File: src/sv/rxdf_pkg.sv
// ----------------------------------------------------------------------------
// rxdf_pkg
// shared types, codes and sizes of the receive duplicate filter
// ----------------------------------------------------------------------------
`default_nettype none

package rxdf_pkg;

   localparam int SEQ_ENTRIES = 20;
   localparam int QUEUE_DEPTH = 10;

   localparam int SEQ_IDX_W = $clog2(SEQ_ENTRIES);
   localparam int QIDX_W    = $clog2(QUEUE_DEPTH);
   localparam int FILL_W    = $clog2(QUEUE_DEPTH + 1);

   localparam int ADDR_W    = 8;
   localparam int PROTO_W   = 3;
   localparam int TICK_W    = 32;
   localparam int KIND_W    = 2;
   localparam int VERDICT_W = 3;
   localparam int SLOT_W    = 4;
   localparam int COUNT_W   = 4;
   localparam int SEQ_W     = 16;
   localparam int CSR_AW    = 4;
   localparam int CSR_DW    = 32;

   localparam logic [ADDR_W-1:0]  DEFAULT_OWN_ADDRESS  = 8'h01;
   localparam logic [TICK_W-1:0]  DEFAULT_WINDOW       = 32'd16000;
   localparam logic [PROTO_W-1:0] DEFAULT_ACK_PROTOCOL = 3'd1;

   // register indexes
   localparam logic [1:0] REG_OWN_ADDRESS = 2'd0;
   localparam logic [1:0] REG_DUP_WINDOW  = 2'd1;
   localparam logic [1:0] REG_ACK_PROTO   = 2'd2;

   // event kinds
   localparam logic [KIND_W-1:0] KIND_PACKET    = 2'd0;
   localparam logic [KIND_W-1:0] KIND_FREED     = 2'd1;
   localparam logic [KIND_W-1:0] KIND_BURST_END = 2'd2;

   // verdicts
   localparam logic [VERDICT_W-1:0] VERDICT_ACK_OURS  = 3'd0;
   localparam logic [VERDICT_W-1:0] VERDICT_ACK_OTHER = 3'd1;
   localparam logic [VERDICT_W-1:0] VERDICT_DROP_TX   = 3'd2;
   localparam logic [VERDICT_W-1:0] VERDICT_ACCEPTED  = 3'd3;
   localparam logic [VERDICT_W-1:0] VERDICT_DUPLICATE = 3'd4;
   localparam logic [VERDICT_W-1:0] VERDICT_Q_FULL    = 3'd5;
   localparam logic [VERDICT_W-1:0] VERDICT_CRC_FAIL  = 3'd6;
   localparam logic [VERDICT_W-1:0] VERDICT_HOUSE     = 3'd7;

   typedef struct packed {
      logic [ADDR_W-1:0]  own_address;
      logic [TICK_W-1:0]  dup_window;
      logic [PROTO_W-1:0] ack_protocol_id;
   } cfg_type;

   typedef struct packed {
      logic [ADDR_W-1:0] source;
      logic              ident;
      logic [TICK_W-1:0] stamp;
   } entry_type;

   localparam int ENTRY_W = $bits(entry_type);

   typedef struct packed {
      logic              start;
      logic [ADDR_W-1:0] source;
      logic              ident;
      logic [TICK_W-1:0] now;
   } tbl_req_type;

   typedef struct packed {
      logic done;
      logic dup;
   } tbl_rsp_type;

endpackage

`default_nettype wire

File: src/sv/rxdf_ram.sv
// ----------------------------------------------------------------------------
// rxdf_ram
// generic single-write, single-read ram with registered read data
// ----------------------------------------------------------------------------
`default_nettype none

module rxdf_ram #(
   parameter int WIDTH = 8,
   parameter int DEPTH = 16
) (
   input  logic                     clock,
   input  logic                     wr_en,
   input  logic [$clog2(DEPTH)-1:0] wr_addr,
   input  logic [WIDTH-1:0]         wr_data,
   input  logic                     rd_en,
   input  logic [$clog2(DEPTH)-1:0] rd_addr,
   output logic [WIDTH-1:0]         rd_data
);

   logic [WIDTH-1:0] mem_ff [DEPTH];
   logic [WIDTH-1:0] rd_data_ff;

   always_ff @(posedge clock) begin
      if (wr_en) begin
         mem_ff[wr_addr] <= wr_data;
      end
      if (rd_en) begin
         rd_data_ff <= mem_ff[rd_addr];
      end
   end

   assign rd_data = rd_data_ff;

endmodule

`default_nettype wire

File: src/sv/rxdf_csr.sv
// ----------------------------------------------------------------------------
// rxdf_csr
// configuration registers behind the apb-style port
// ----------------------------------------------------------------------------
`default_nettype none

module rxdf_csr (
   input  logic                        clock,
   input  logic                        reset,
   input  logic                        psel,
   input  logic                        penable,
   input  logic                        pwrite,
   input  logic [rxdf_pkg::CSR_AW-1:0] paddr,
   input  logic [rxdf_pkg::CSR_DW-1:0] pwdata,
   output logic [rxdf_pkg::CSR_DW-1:0] prdata,
   output logic                        pready,
   output rxdf_pkg::cfg_type           cfg
);

   import rxdf_pkg::*;

   cfg_type    cfg_ff, cfg_in;
   logic [1:0] reg_idx;
   logic       wr_stb;

   assign reg_idx = paddr[3:2];
   assign wr_stb  = psel && penable && pwrite;
   assign pready  = 1'b1;

   always_comb begin
      cfg_in = cfg_ff;
      if (wr_stb) begin
         case (reg_idx)
            REG_OWN_ADDRESS: cfg_in.own_address     = pwdata[ADDR_W-1:0];
            REG_DUP_WINDOW:  cfg_in.dup_window      = pwdata[TICK_W-1:0];
            REG_ACK_PROTO:   cfg_in.ack_protocol_id = pwdata[PROTO_W-1:0];
            default: ;
         endcase
      end
   end

   always_comb begin
      case (reg_idx)
         REG_OWN_ADDRESS: prdata = CSR_DW'(cfg_ff.own_address);
         REG_DUP_WINDOW:  prdata = CSR_DW'(cfg_ff.dup_window);
         REG_ACK_PROTO:   prdata = CSR_DW'(cfg_ff.ack_protocol_id);
         default:         prdata = '0;
      endcase
   end

   always_ff @(posedge clock) begin
      if (reset) begin
         cfg_ff.own_address     <= DEFAULT_OWN_ADDRESS;
         cfg_ff.dup_window      <= DEFAULT_WINDOW;
         cfg_ff.ack_protocol_id <= DEFAULT_ACK_PROTOCOL;
      end else begin
         cfg_ff <= cfg_in;
      end
   end

   assign cfg = cfg_ff;

endmodule

`default_nettype wire

File: src/sv/rxdf_seq_table.sv
// ----------------------------------------------------------------------------
// rxdf_seq_table
// timestamped sequence table: lookup walk, source purge and insert
// ----------------------------------------------------------------------------
`default_nettype none

module rxdf_seq_table (
   input  logic                        clock,
   input  logic                        reset,
   input  rxdf_pkg::tbl_req_type       tbl_req,
   input  logic [rxdf_pkg::TICK_W-1:0] dup_window,
   output rxdf_pkg::tbl_rsp_type       tbl_rsp
);

   import rxdf_pkg::*;

   localparam logic [1:0] TB_IDLE  = 2'd0;
   localparam logic [1:0] TB_WALK  = 2'd1;
   localparam logic [1:0] TB_PURGE = 2'd2;
   localparam logic [1:0] TB_WRITE = 2'd3;

   logic [1:0]             phase_ff, phase_in;
   logic [SEQ_IDX_W-1:0]   pend_idx_ff, pend_idx_in;
   logic [SEQ_IDX_W-1:0]   ins_pos_ff, ins_pos_in;
   logic [SEQ_ENTRIES-1:0] valid_ff, valid_in;
   logic                   rd_vld_ff, rd_vld_in;

   logic                 rd_en, wr_en;
   logic [SEQ_IDX_W-1:0] rd_addr, wr_addr;
   logic [ENTRY_W-1:0]   rd_raw;
   entry_type            entry, wr_data;
   logic                 last_idx, src_match, key_match, young;
   logic [TICK_W-1:0]    age;

   // entries never written read as zero
   assign entry     = rd_vld_ff ? entry_type'(rd_raw) : '0;
   assign src_match = entry.source == tbl_req.source;
   assign key_match = src_match && (entry.ident == tbl_req.ident);
   assign age       = tbl_req.now - entry.stamp;
   assign young     = age < dup_window;
   assign last_idx  = pend_idx_ff == SEQ_IDX_W'(SEQ_ENTRIES - 1);

   always_comb begin
      phase_in       = phase_ff;
      pend_idx_in    = pend_idx_ff;
      ins_pos_in     = ins_pos_ff;
      rd_en          = 1'b0;
      rd_addr        = pend_idx_ff + SEQ_IDX_W'(1);
      wr_en          = 1'b0;
      wr_addr        = pend_idx_ff;
      wr_data.source = '0;
      wr_data.ident  = entry.ident;
      wr_data.stamp  = entry.stamp;
      tbl_rsp        = '0;
      case (phase_ff)
         TB_IDLE: begin
            if (tbl_req.start) begin
               rd_en       = 1'b1;
               rd_addr     = '0;
               pend_idx_in = '0;
               phase_in    = TB_WALK;
            end
         end
         TB_WALK: begin
            if (key_match && young) begin
               tbl_rsp.done = 1'b1;
               tbl_rsp.dup  = 1'b1;
               phase_in     = TB_IDLE;
            end else begin
               // expired match loses its source
               wr_en = key_match;
               rd_en = 1'b1;
               if (last_idx) begin
                  rd_addr     = '0;
                  pend_idx_in = '0;
                  phase_in    = TB_PURGE;
               end else begin
                  pend_idx_in = pend_idx_ff + SEQ_IDX_W'(1);
               end
            end
         end
         TB_PURGE: begin
            wr_en = src_match;
            if (last_idx) begin
               phase_in = TB_WRITE;
            end else begin
               rd_en       = 1'b1;
               pend_idx_in = pend_idx_ff + SEQ_IDX_W'(1);
            end
         end
         TB_WRITE: begin
            wr_en          = 1'b1;
            wr_addr        = ins_pos_ff;
            wr_data.source = tbl_req.source;
            wr_data.ident  = tbl_req.ident;
            wr_data.stamp  = tbl_req.now;
            ins_pos_in     = (ins_pos_ff == SEQ_IDX_W'(SEQ_ENTRIES - 1)) ?
                             '0 : ins_pos_ff + SEQ_IDX_W'(1);
            tbl_rsp.done   = 1'b1;
            phase_in       = TB_IDLE;
         end
         default: phase_in = TB_IDLE;
      endcase
   end

   always_comb begin
      valid_in = valid_ff;
      if (wr_en) begin
         valid_in[wr_addr] = 1'b1;
      end
      rd_vld_in = rd_en ? valid_ff[rd_addr] : rd_vld_ff;
   end

   always_ff @(posedge clock) begin
      if (reset) begin
         phase_ff    <= TB_IDLE;
         pend_idx_ff <= '0;
         ins_pos_ff  <= '0;
         valid_ff    <= '0;
         rd_vld_ff   <= 1'b0;
      end else begin
         phase_ff    <= phase_in;
         pend_idx_ff <= pend_idx_in;
         ins_pos_ff  <= ins_pos_in;
         valid_ff    <= valid_in;
         rd_vld_ff   <= rd_vld_in;
      end
   end

   rxdf_ram #(
      .WIDTH (ENTRY_W),
      .DEPTH (SEQ_ENTRIES)
   ) u_ram (
      .clock   (clock),
      .wr_en   (wr_en),
      .wr_addr (wr_addr),
      .wr_data (ENTRY_W'(wr_data)),
      .rd_en   (rd_en),
      .rd_addr (rd_addr),
      .rd_data (rd_raw)
   );

endmodule

`default_nettype wire

File: src/sv/radio_rx_duplicate_filter_top.sv
// ----------------------------------------------------------------------------
// radio_rx_duplicate_filter_top
// classifies received packet headers, filters duplicates, keeps rx queue count
// ----------------------------------------------------------------------------
// words that skip the table get rsp_strobe from the registered commit after the eval state
// a table lookup walks, then purges the sequence ram one entry per cycle, then inserts;
// a duplicate ends the walk early
// one word at a time: busy is high from acceptance until the result strobe
// reset restores register defaults, empties the queue and marks all table entries zero
`default_nettype none

module radio_rx_duplicate_filter_top (
   input  logic                           clock,
   input  logic                           reset,
   input  logic                           start,
   output logic                           busy,
   input  logic [rxdf_pkg::KIND_W-1:0]    req_kind,
   input  logic                           req_crc_ok,
   input  logic [rxdf_pkg::ADDR_W-1:0]    req_dest_address,
   input  logic [rxdf_pkg::ADDR_W-1:0]    req_source_address,
   input  logic [rxdf_pkg::PROTO_W-1:0]   req_protocol_number,
   input  logic                           req_ident_bit,
   input  logic                           req_transmitting,
   input  logic [rxdf_pkg::TICK_W-1:0]    req_now_ticks,
   output logic                           rsp_strobe,
   output logic [rxdf_pkg::VERDICT_W-1:0] rsp_verdict,
   output logic                           rsp_ack_needed,
   output logic [rxdf_pkg::ADDR_W-1:0]    rsp_ack_destination,
   output logic [rxdf_pkg::SLOT_W-1:0]    rsp_queue_slot,
   output logic [rxdf_pkg::COUNT_W-1:0]   rsp_queue_count,
   input  logic                           psel,
   input  logic                           penable,
   input  logic                           pwrite,
   input  logic [rxdf_pkg::CSR_AW-1:0]    paddr,
   input  logic [rxdf_pkg::CSR_DW-1:0]    pwdata,
   output logic [rxdf_pkg::CSR_DW-1:0]    prdata,
   output logic                           pready
);

   import rxdf_pkg::*;

   localparam logic [1:0] ST_IDLE = 2'd0;
   localparam logic [1:0] ST_EVAL = 2'd1;
   localparam logic [1:0] ST_WAIT = 2'd2;

   logic [1:0] state_ff, state_in;

   logic [KIND_W-1:0]  kind_ff;
   logic               crc_ok_ff;
   logic [ADDR_W-1:0]  dest_ff;
   logic [ADDR_W-1:0]  src_ff;
   logic [PROTO_W-1:0] proto_ff;
   logic               ident_ff;
   logic               tx_ff;
   logic [TICK_W-1:0]  now_ff;

   logic [SEQ_W-1:0]  last_seq_ff, last_seq_in;
   logic [QIDX_W-1:0] head_ff, head_in, tail_ff, tail_in;
   logic [FILL_W-1:0] fill_ff, fill_in;

   logic                 strobe_ff;
   logic [VERDICT_W-1:0] verdict_ff, verdict_in;
   logic                 ack_ff, ack_in;
   logic [ADDR_W-1:0]    ack_dest_ff;
   logic [SLOT_W-1:0]    slot_ff, slot_in;
   logic [COUNT_W-1:0]   count_ff;

   cfg_type     cfg;
   tbl_req_type tbl_req;
   tbl_rsp_type tbl_rsp;

   logic             accept, need_table, commit;
   logic [SEQ_W-1:0] seq_key;

   assign accept  = start && (state_ff == ST_IDLE);
   assign busy    = state_ff != ST_IDLE;
   assign seq_key = {src_ff, 7'd0, ident_ff};

   always_comb begin
      verdict_in  = VERDICT_HOUSE;
      ack_in      = 1'b0;
      slot_in     = '0;
      need_table  = 1'b0;
      last_seq_in = last_seq_ff;
      head_in     = head_ff;
      tail_in     = tail_ff;
      fill_in     = fill_ff;
      case (kind_ff)
         KIND_FREED: begin
            if (fill_ff != '0) begin
               slot_in = SLOT_W'(head_ff);
               fill_in = fill_ff - FILL_W'(1);
               head_in = (head_ff == QIDX_W'(QUEUE_DEPTH - 1)) ?
                         '0 : head_ff + QIDX_W'(1);
            end
         end
         KIND_BURST_END: last_seq_in = '0;
         KIND_PACKET: begin
            if (!crc_ok_ff) begin
               verdict_in  = VERDICT_CRC_FAIL;
               last_seq_in = '0;
            end else if ((proto_ff == cfg.ack_protocol_id) && tx_ff) begin
               verdict_in = (dest_ff == cfg.own_address) ?
                            VERDICT_ACK_OURS : VERDICT_ACK_OTHER;
            end else if (tx_ff) begin
               verdict_in = VERDICT_DROP_TX;
            end else begin
               if (fill_ff >= FILL_W'(QUEUE_DEPTH - 1)) begin
                  verdict_in = VERDICT_Q_FULL;
               end else begin
                  verdict_in = VERDICT_DUPLICATE;
                  if (last_seq_ff != seq_key) begin
                     need_table = 1'b1;
                     if (!tbl_rsp.dup) begin
                        verdict_in  = VERDICT_ACCEPTED;
                        last_seq_in = seq_key;
                        slot_in     = SLOT_W'(tail_ff);
                        fill_in     = fill_ff + FILL_W'(1);
                        tail_in     = (tail_ff == QIDX_W'(QUEUE_DEPTH - 1)) ?
                                      '0 : tail_ff + QIDX_W'(1);
                     end
                  end
               end
               if ((dest_ff == cfg.own_address) && (proto_ff != cfg.ack_protocol_id)) begin
                  ack_in      = 1'b1;
                  last_seq_in = '0;
               end
            end
         end
         default: ;
      endcase
   end

   assign commit = ((state_ff == ST_EVAL) && !need_table) ||
                   ((state_ff == ST_WAIT) && tbl_rsp.done);

   assign tbl_req.start  = (state_ff == ST_EVAL) && need_table;
   assign tbl_req.source = src_ff;
   assign tbl_req.ident  = ident_ff;
   assign tbl_req.now    = now_ff;

   always_comb begin
      state_in = state_ff;
      case (state_ff)
         ST_IDLE: if (start) state_in = ST_EVAL;
         ST_EVAL: state_in = need_table ? ST_WAIT : ST_IDLE;
         ST_WAIT: if (tbl_rsp.done) state_in = ST_IDLE;
         default: state_in = ST_IDLE;
      endcase
   end

   always_ff @(posedge clock) begin
      if (accept) begin
         kind_ff   <= req_kind;
         crc_ok_ff <= req_crc_ok;
         dest_ff   <= req_dest_address;
         src_ff    <= req_source_address;
         proto_ff  <= req_protocol_number;
         ident_ff  <= req_ident_bit;
         tx_ff     <= req_transmitting;
         now_ff    <= req_now_ticks;
      end
      if (commit) begin
         verdict_ff  <= verdict_in;
         ack_ff      <= ack_in;
         ack_dest_ff <= ack_in ? src_ff : '0;
         slot_ff     <= slot_in;
         count_ff    <= COUNT_W'(fill_in);
      end
   end

   always_ff @(posedge clock) begin
      if (reset) begin
         state_ff    <= ST_IDLE;
         strobe_ff   <= 1'b0;
         last_seq_ff <= '0;
         head_ff     <= '0;
         tail_ff     <= '0;
         fill_ff     <= '0;
      end else begin
         state_ff  <= state_in;
         strobe_ff <= commit;
         if (commit) begin
            last_seq_ff <= last_seq_in;
            head_ff     <= head_in;
            tail_ff     <= tail_in;
            fill_ff     <= fill_in;
         end
      end
   end

   assign rsp_strobe          = strobe_ff;
   assign rsp_verdict         = verdict_ff;
   assign rsp_ack_needed      = ack_ff;
   assign rsp_ack_destination = ack_dest_ff;
   assign rsp_queue_slot      = slot_ff;
   assign rsp_queue_count     = count_ff;

   rxdf_csr u_csr (
      .clock   (clock),
      .reset   (reset),
      .psel    (psel),
      .penable (penable),
      .pwrite  (pwrite),
      .paddr   (paddr),
      .pwdata  (pwdata),
      .prdata  (prdata),
      .pready  (pready),
      .cfg     (cfg)
   );

   rxdf_seq_table u_table (
      .clock      (clock),
      .reset      (reset),
      .tbl_req    (tbl_req),
      .dup_window (cfg.dup_window),
      .tbl_rsp    (tbl_rsp)
   );

endmodule

`default_nettype wire

File: config.mk
export PLATFORM = sky130hd
export DESIGN_NAME = radio_rx_duplicate_filter_top
export DESIGN_NICKNAME = d
export VERILOG_FILES = /design/src/sv/rxdf_pkg.sv /design/src/sv/rxdf_ram.sv /design/src/sv/rxdf_csr.sv /design/src/sv/rxdf_seq_table.sv /design/src/sv/radio_rx_duplicate_filter_top.sv
export SDC_FILE = /design/constraint.sdc
export NUM_CORES = 2
export LEC_CHECK = 0
export BUFFER_PORTS_ARGS = -buffer_cell sky130_fd_sc_hd__buf_2
export CAP_MARGIN = 15
export CELL_PAD_IN_SITES_DETAIL_PLACEMENT = 1
export CELL_PAD_IN_SITES_GLOBAL_PLACEMENT = 1
export CORE_ASPECT_RATIO = 0.75
export CORE_MARGIN = 5
export CORE_UTILIZATION = 50
export DETAILED_ROUTE_END_ITERATION = 16
export GPL_ROUTABILITY_DRIVEN = 0
export GPL_TIMING_DRIVEN = 0
export PLACE_DENSITY = 0.85
export SYNTH_ARGS = -nofsm -noshare
export SYNTH_HDL_FRONTEND = slang
export SYNTH_SLANG_ARGS = --single-unit
File: constraint.sdc
create_clock -name clock -period 22 [get_ports clock]
set_input_delay 2.2 -clock clock [delete_from_list [all_inputs] [get_ports clock]]
set_output_delay 2.2 -clock clock [all_outputs]
set_load 0.1 [all_outputs]
-- Yosys cells after proc, flatten, opt, wreduce, memory -nomap -nowiden
Memory sizes are Yosys's and may differ from the RTL's. A register that Yosys moved wholly into a read port is not among the register bits.
Cells that the tools add are included.
- word-level logic and storage cells: 189
- output and inout bits: 55
- ROM bits: 0
- memories kept: 1
- bits in registers: 183
- bits of input ports: 98
- bits in latches: 0
- bits in writable memories: 820
- divide/modulo/power cells: 0
- bitwise logic cells: 5
- $lt $le $gt $ge: 5
- add/subtract/negate cells: 7
- mux-type cells: 81
- equality and inequality tests: 31
- shift operators: 0
- reductions and logical operators: 31
- multiply operators: 0
- memory list (name ; words ; width ; rd ports ; clocked after memory_dff ; wr ports ; line ; RTL):
    u_table.u_ram.mem_ff ; 20 ; 41 ; 1 ; 1 ; 1 ; rxdf_ram.sv:20 ; logic [WIDTH-1:0] mem_ff [DEPTH];
- operators by type and width (operator ; number):
    $mux 16 ; 7
    $pmux 32 s3 ; 1
    $mux 41 ; 2
    $mux 4 ; 16
    $mux 5 ; 8
    $lt 32x32->1 ; 1
    $pmux 16 s2 ; 1
    $sub 32x32->32 ; 1
    $mux 1 ; 22
    $or 20x20->20 ; 1
    $eq 8x8->1 ; 2
    $mux 2 ; 8
    $ne 16x16->1 ; 1
    $pmux 4 s2 ; 2
    $mux 3 ; 5
    $pmux 5 s3 ; 1
    $add 4x1->4 const B ; 3
    $lt 5x6->1 const B ; 2
    $ne 4x4->1 const B ; 3
    $logic_and 1x1->1 ; 11
    $add 5x1->5 const B ; 2
    $eq 2x2->1 const B ; 5
    $eq 5x5->1 const B ; 2
    $ne 2x2->1 const B ; 5
    30 further kinds ; 48

-- Logic depth before layout (Yosys ltp)
- word-level depth: 14
- gate-level depth with buffers: 27
- gate-level depth less buffers: 24

-- Cells and area by module
From an unflattened synthesis, not the netlist that was laid out.
- cell total of the unflattened synthesis: 2925
- area total of the unflattened synthesis: 43805.8 um^2
- modules (own cells, without submodules) (module ; cells an instance ; area an instance (um^2) ; instances ; seq. area each (um^2)):
    rxdf_ram ; 1733 ; 32787.7 ; 1 ; 25854.8
    rxdf_seq_table ; 681 ; 4823.4 ; 1 ; 660.6
    radio_rx_duplicate_filter_top ; 281 ; 3967.6 ; 1 ; 2762.6
    rxdf_csr ; 230 ; 2227.1 ; 1 ; 860.8

-- Least setup slack after synthesis
Ideal clock, no wire load.
- path type: register to register
- start: reg u_table.rd_vld_ff
- end: mem u_table.u_ram.mem_ff[5][0] (netlist name), enable pin
- arrival time: 7.521 ns
- data required time: 21.510 ns
- period minus slack after synthesis: 8.011 ns
- library setup time: 0.490 ns
- path buffers: 3
- cell stages (with the launch flop): 23
- slack: 13.989 ns
- cells stage by stage: dfxtp_1 > buf_2 > buf_1 > nand2_1 > ha_1 > nor2b_1 > o21ai_0 > a21oi_1 > o21ai_0 > o21ai_0 > a211oi_1 > o21a_1 > or4_1 > o211ai_1 > ha_1 > nand3_1 > a2111oi_1 > o22ai_2 > o21ai_0 > and3b_1 > o21ai_1 > clkbuf_1 > nor3_1
- longest elaborated chain between the ends: 8
- elaborated cells on any way between the ends: 11
- those cells by class: add/sub: 1; order compare: 1; eq/ne: 2; mux: 5; reduce/logical: 2
- RTL lines (element ; line ; RTL):
    start: declaration ; rxdf_seq_table.sv:26 ; logic rd_vld_ff, rd_vld_in;
    start signal: assignment ; rxdf_seq_table.sv:126 ; rd_vld_ff <= rd_vld_in;
    $mux 41 * ; rxdf_seq_table.sv:36 ; assign entry = rd_vld_ff ? entry_type'(rd_raw) : '0;
    $sub 32x32->32 (tied with other cells) ; rxdf_seq_table.sv:39 ; assign age = tbl_req.now - entry.stamp;
    $lt 32x32->1 or $logic_and 1x1->1 (tied branches) ; rxdf_seq_table.sv:40, rxdf_seq_table.sv:38 ;
    $logic_and 1x1->1 ; rxdf_seq_table.sv:65 ; if (key_match && young) begin
    $mux 1 ; rxdf_seq_table.sv:65 ;
    $pmux 1 s3 * ; rxdf_seq_table.sv:55 ; case (phase_ff)
    $mux 1 * ; rxdf_ram.sv:24 ; if (wr_en) begin
    $mux 1 (implied by the code) * ; rxdf_ram.sv:25 ; mem_ff[wr_addr] <= wr_data;
    end: declaration ; rxdf_ram.sv:20 ;
Mark *: on every way between the ends. The rest lies on a longest branch, timed or not.

-- Final worst setup path
- start: reg u_table.rd_vld_ff
- end: reg u_table.u_ram.rd_data_ff[30] (netlist: u_table.u_ram.rd_data[30]) (read register of u_table.u_ram.mem_ff), data pin
- longest elaborated chain between the ends: 6
- elaborated cells on any way between the ends: 11
- those cells by class: add/sub: 1; order compare: 1; eq/ne: 2; mux: 5; reduce/logical: 2
- RTL lines (element ; line ; RTL):
    $mux 41 * ; rxdf_seq_table.sv:36 ;
    $sub 32x32->32 (tied with other cells) ; rxdf_seq_table.sv:39 ;
    $lt 32x32->1 or $logic_and 1x1->1 (tied branches) ; rxdf_seq_table.sv:40, rxdf_seq_table.sv:38 ;
    $logic_and 1x1->1 * ; rxdf_seq_table.sv:65 ;
    $mux 1 or $mux 5 (tied branches) ; rxdf_seq_table.sv:65 ;
    $pmux 1 s3 or $pmux 5 s2 (tied branches) ; rxdf_seq_table.sv:55 ;
    end: declaration ; rxdf_ram.sv:21 ; logic [WIDTH-1:0] rd_data_ff;
Marked as above.
A chain may end at the register's enable or synchronous reset.

==> impl_metrics.csv <==
group,metric,value,unit
critical_path,required,22.46,ns
power,power_density,85.7,nW/um^2
logic_synthesis,synth_top_area_share,63.1,%
floorplan,ioPinCount,153,
cts,hold_buffers,0,
cts,setup_fix_buffers_added_after_clock_tree_synthesis,0,
critical_path,critical_path.top_delay_family,"compound AO/OA/AOI/OAI gates",
min_path,hold_path_startpoint,"u_csr.cfg[32]",
logic_synthesis,synth_area_leaders,"sky130_fd_sc_hd__edfxtp_1 63%, sky130_fd_sc_hd__dfxtp_1 4.5%, sky130_fd_sc_hd__mux2i_1 4.4%",
routing,routed_wl,161000,um
logic_synthesis,synth_fp_nets,3302,
global_route,overall_global_routing_resource_usage,32.8,%
timing,max_clock_freq,100,MHz
power,vdd_ir_drop_max,0.0000802,V
critical_path,criticalPathCategory,"reg -> reg",
layout,drive_above_1_share,17.7,%
timing,skew,0.0466,ns
global_route,maximum_number_of_pins_on_one_net_before_global_route_repair,28,
cts,path_clk_slew,0.07,ns
routing,drt_drc_violations_left,0,
cts,tritoncts_sink_count,1037,
critical_path,worst_setup_path_start_kind,"register",
layout,layout.cell_area.non_filler,51700,sq um
critical_path,worst_path_most_repeated_cell,"sky130_fd_sc_hd__o21ai_0",
timing,max_slew_margin,12.1,%
critical_path,worstPathArrival,10.43,ns
logic_synthesis,synthFlopType,"sky130_fd_sc_hd__edfxtp_1",
cts,clock_path_buffers,3,
layout,num-fill-cells,8398,
routing,route.detailed.vias_per_inst,6.85,
timing,final_min_period_over_clock_period,45.3,%
layout,stdcell_count,4743,
critical_path,worst_setup_path_end_kind,"register",
timing,layout_setup_ws,12.03,ns
routing,detail_route.iter0.violations,5006,
timing,setup_tns,0,ns
floorplan,fp.dieW,355,um
cts,cts_tree,"built",
timing,final.min_clock_period,9.97,ns
logic_synthesis,syn-cell-area,44600,sq um
timing,setup-violations-final,0,
place,cell_count_post_placement,4546,
critical_path,cp_slowest_stage_delay,0.91,ns
floorplan,placement_rows,94,
cts,cts_made_buffers,99,
min_path,min_path_type,"reg -> reg",
logic_synthesis,seq_area_frac_synth,67.6,%
logic_synthesis,postSynthCellCount,3131,
layout,finalNetCount,3674,
layout,final-seq-area,30100,sq um
global_route,grt_remaining_overflow,0,
power,total_leakage_power,16.6,nW
critical_path,cp_slowest_cell,"sky130_fd_sc_hd__a21oi_1",
floorplan,initial_core_utilization,50.6,%
logic_synthesis,post_synthesis_register_bit_count,1037,
critical_path,ff2ff_setup_slack,12.03,ns
critical_path,critical_path.max_fanout,10,
timing,tightest_slew,1.32,ns
min_path,hold_depth,2,
logic_synthesis,synthDistinctLibCells,80,
cts,cts_repair_resize_count,0,
global_route,initial_antenna_violation_count,5,
routing,postRouteAntennaNets,0,
routing,drt_pass1_iterations,9,
logic_synthesis,postSynth.asyncResetShare,0,%
cts,clk_root_buffer_cell,"sky130_fd_sc_hd__clkbuf_16",
place,detailedPlacementHpwl,108000,um
layout,most-common-layout-cells,"937 x sky130_fd_sc_hd__edfxtp_1, 271 x sky130_fd_sc_hd__nand2_1, 195 x sky130_fd_sc_hd__mux2i_1, 184 x sky130_fd_sc_hd__buf_2, 153 x sky130_fd_sc_hd__clkbuf_1",
run,drv.max_cap_violation_count,0,
critical_path,worst_r2r_path_depth,25,
floorplan,floorplan.die.height,269,um
routing,vias,32500,
place,dpl_cell_area,48200,sq um
timing,timing.final.max_slew_violations,0,
logic_synthesis,syn_area_per_cell,14.2,sq um
power,final_total_power,4.43,mW
run_status,outcome,"finished, final reports clean",
global_route,grt_pass1_vias,34200,
critical_path,rr_endpoint,"u_table.u_ram.rd_data[30]",
layout,multi_input_comb_area,13500,sq um
cts,worst_skew_pair.late_latency,0.71,ns
min_path,hold_end,"u_csr.cfg[32]",
layout,area_delta_synth_final,15.9,%
floorplan,core_area,88100,sq um
critical_path,critPathBufInv,4,
routing,wl_per_cell,34.0,um
critical_path,crit-reg2reg-launch,"u_table.rd_vld_ff",
global_route,grt_pass1_wl,230000,um
place,number_of_port_buffers,148,
cts,h-tree-depth,3,
logic_synthesis,synth-edff-count,937,
timing,report.final.hold_viol_count,0,
logic_synthesis,yosysWarningCount,0,
logic_synthesis,post_synth_top_area_cell,"sky130_fd_sc_hd__edfxtp_1",
floorplan,die_area,95300,sq um
timing,rsz_0062_raised_after_global_routing,"false",
layout,final_common_cell,"sky130_fd_sc_hd__edfxtp_1",
place,pre_cts_ws,12.95,ns
-- worst reg2reg max path, delay by kind of cell, from the launching register on --
kind / cells / cell delay (ns)
fa+ha+maj: 2 / 0.63
compound gates: 13 / 5.32
flops: 1 / 0.42
simple gates: 6 / 1.33
buf+inv: 4 / 2.05
-- per-layer routing --
layer | global-route usage, % | wire [um] | vias to the layer above
li1 | - | - | 12900
met5 | 0 | 34 | -
met1 | 42.0 | 58800 | 16400
met3 | 7.94 | 18300 | 618
met4 | 16.8 | 9410 | 6
met2 | 52.9 | 74700 | 2503
-- cells by family after synthesis --
family          share of synthesized area (%)
mux                                      8.60
compound gates                           10.5
fa+ha+maj                                2.07
other cells                           0.00841
simple gates                             7.58
xor+xnor                                 1.14
buf+inv                                  2.46
flops                                    67.6
-- worst max path at each step --
stage / endpoint / start / slack [ns] / cells past startpoint
2_1_floorplan: u_table.u_ram.mem_ff[5][0] / u_table.rd_vld_ff / 13.99 / 22
3_3_place_gp: u_table.u_ram.mem_ff[6][17] / u_table.rd_vld_ff / 8.45 / 22
3_5_place_dp: u_table.u_ram.mem_ff[8][14] / u_table.rd_vld_ff / 12.95 / 25
4_1_cts: u_table.u_ram.mem_ff[8][16] / u_table.rd_vld_ff / 12.66 / 25
5_1_grt: u_table.u_ram.rd_data[30] / u_table.rd_vld_ff / 12.03 / 25
6_report: u_table.u_ram.rd_data[30] / u_table.rd_vld_ff / 12.03 / 25
-- stage by stage --
step	hold WS, ns	util, %
after floorplan	0.422	-
final	0.472	58.7
after global routing	0.496	58.6
after global placement	0.435	53.1
after CTS	0.475	58.5
after detailed placement	0.459	54.8
-- where the power goes --
| part | internal (mW) | leakage (nW) | switching (mW) |
|---|---|---|---|
| registers | 2.18 | 9.16 | 0.0156 |
| logic | 0.125 | 5.83 | 0.308 |
| clock network | 1.02 | 1.63 | 0.787 |
| total | 3.32 | 16.6 | 1.11 |
-- flip-flops by register name (all words and copies together) (netlist names), 5 cells and up, named ones only --
name / cells
u_csr.cfg: 43
u_table.u_ram.rd_data: 41
rsp_ack_destination: 8
u_table.ins_pos_ff: 5
dest_ff: 8
last_seq_ff: 9
src_ff: 8
now_ff: 32
u_table.pend_idx_ff: 5
u_table.u_ram.mem_ff: 820
u_table.valid_ff: 20
-- synth_stat cells, drive strengths merged (5+ instances only) --
master   count
edfxtp     937
nand2      271
mux2i      195
o21ai      168
a21oi      132
clkbuf     132
nand3      105
dfxtp      100
o2111ai     86
mux2        83
nor2        77
ha          72
buf         66
inv         64
a21o        59
a211oi      51
o211ai      48
or3         48
and2        46
mux4        42
o311a       42
nand2b      41
xnor2       41
nor3        35
xor2        17
o41ai       16
nand4       13
nor2b       13
a31oi       11
o21a        11
a211o       10
o31ai       10
and3         9
nand3b       8
or4          7
a22oi        6
o22ai        6
o21bai       5
-- cell type report --
cell class | count | share of cell area [%]
multi-input combinational | 1830 | 26.1
tap | 1152 | 2.79
clock buffer | 131 | 5.29
antenna | 4 | 0.0194
inverter | 66 | 0.479
buffer | 198 | 1.64
timing repair buffer | 271 | 4.20
clock inverter | 54 | 1.16
sequential | 1037 | 58.3
(Power assumes the default switching activity.)
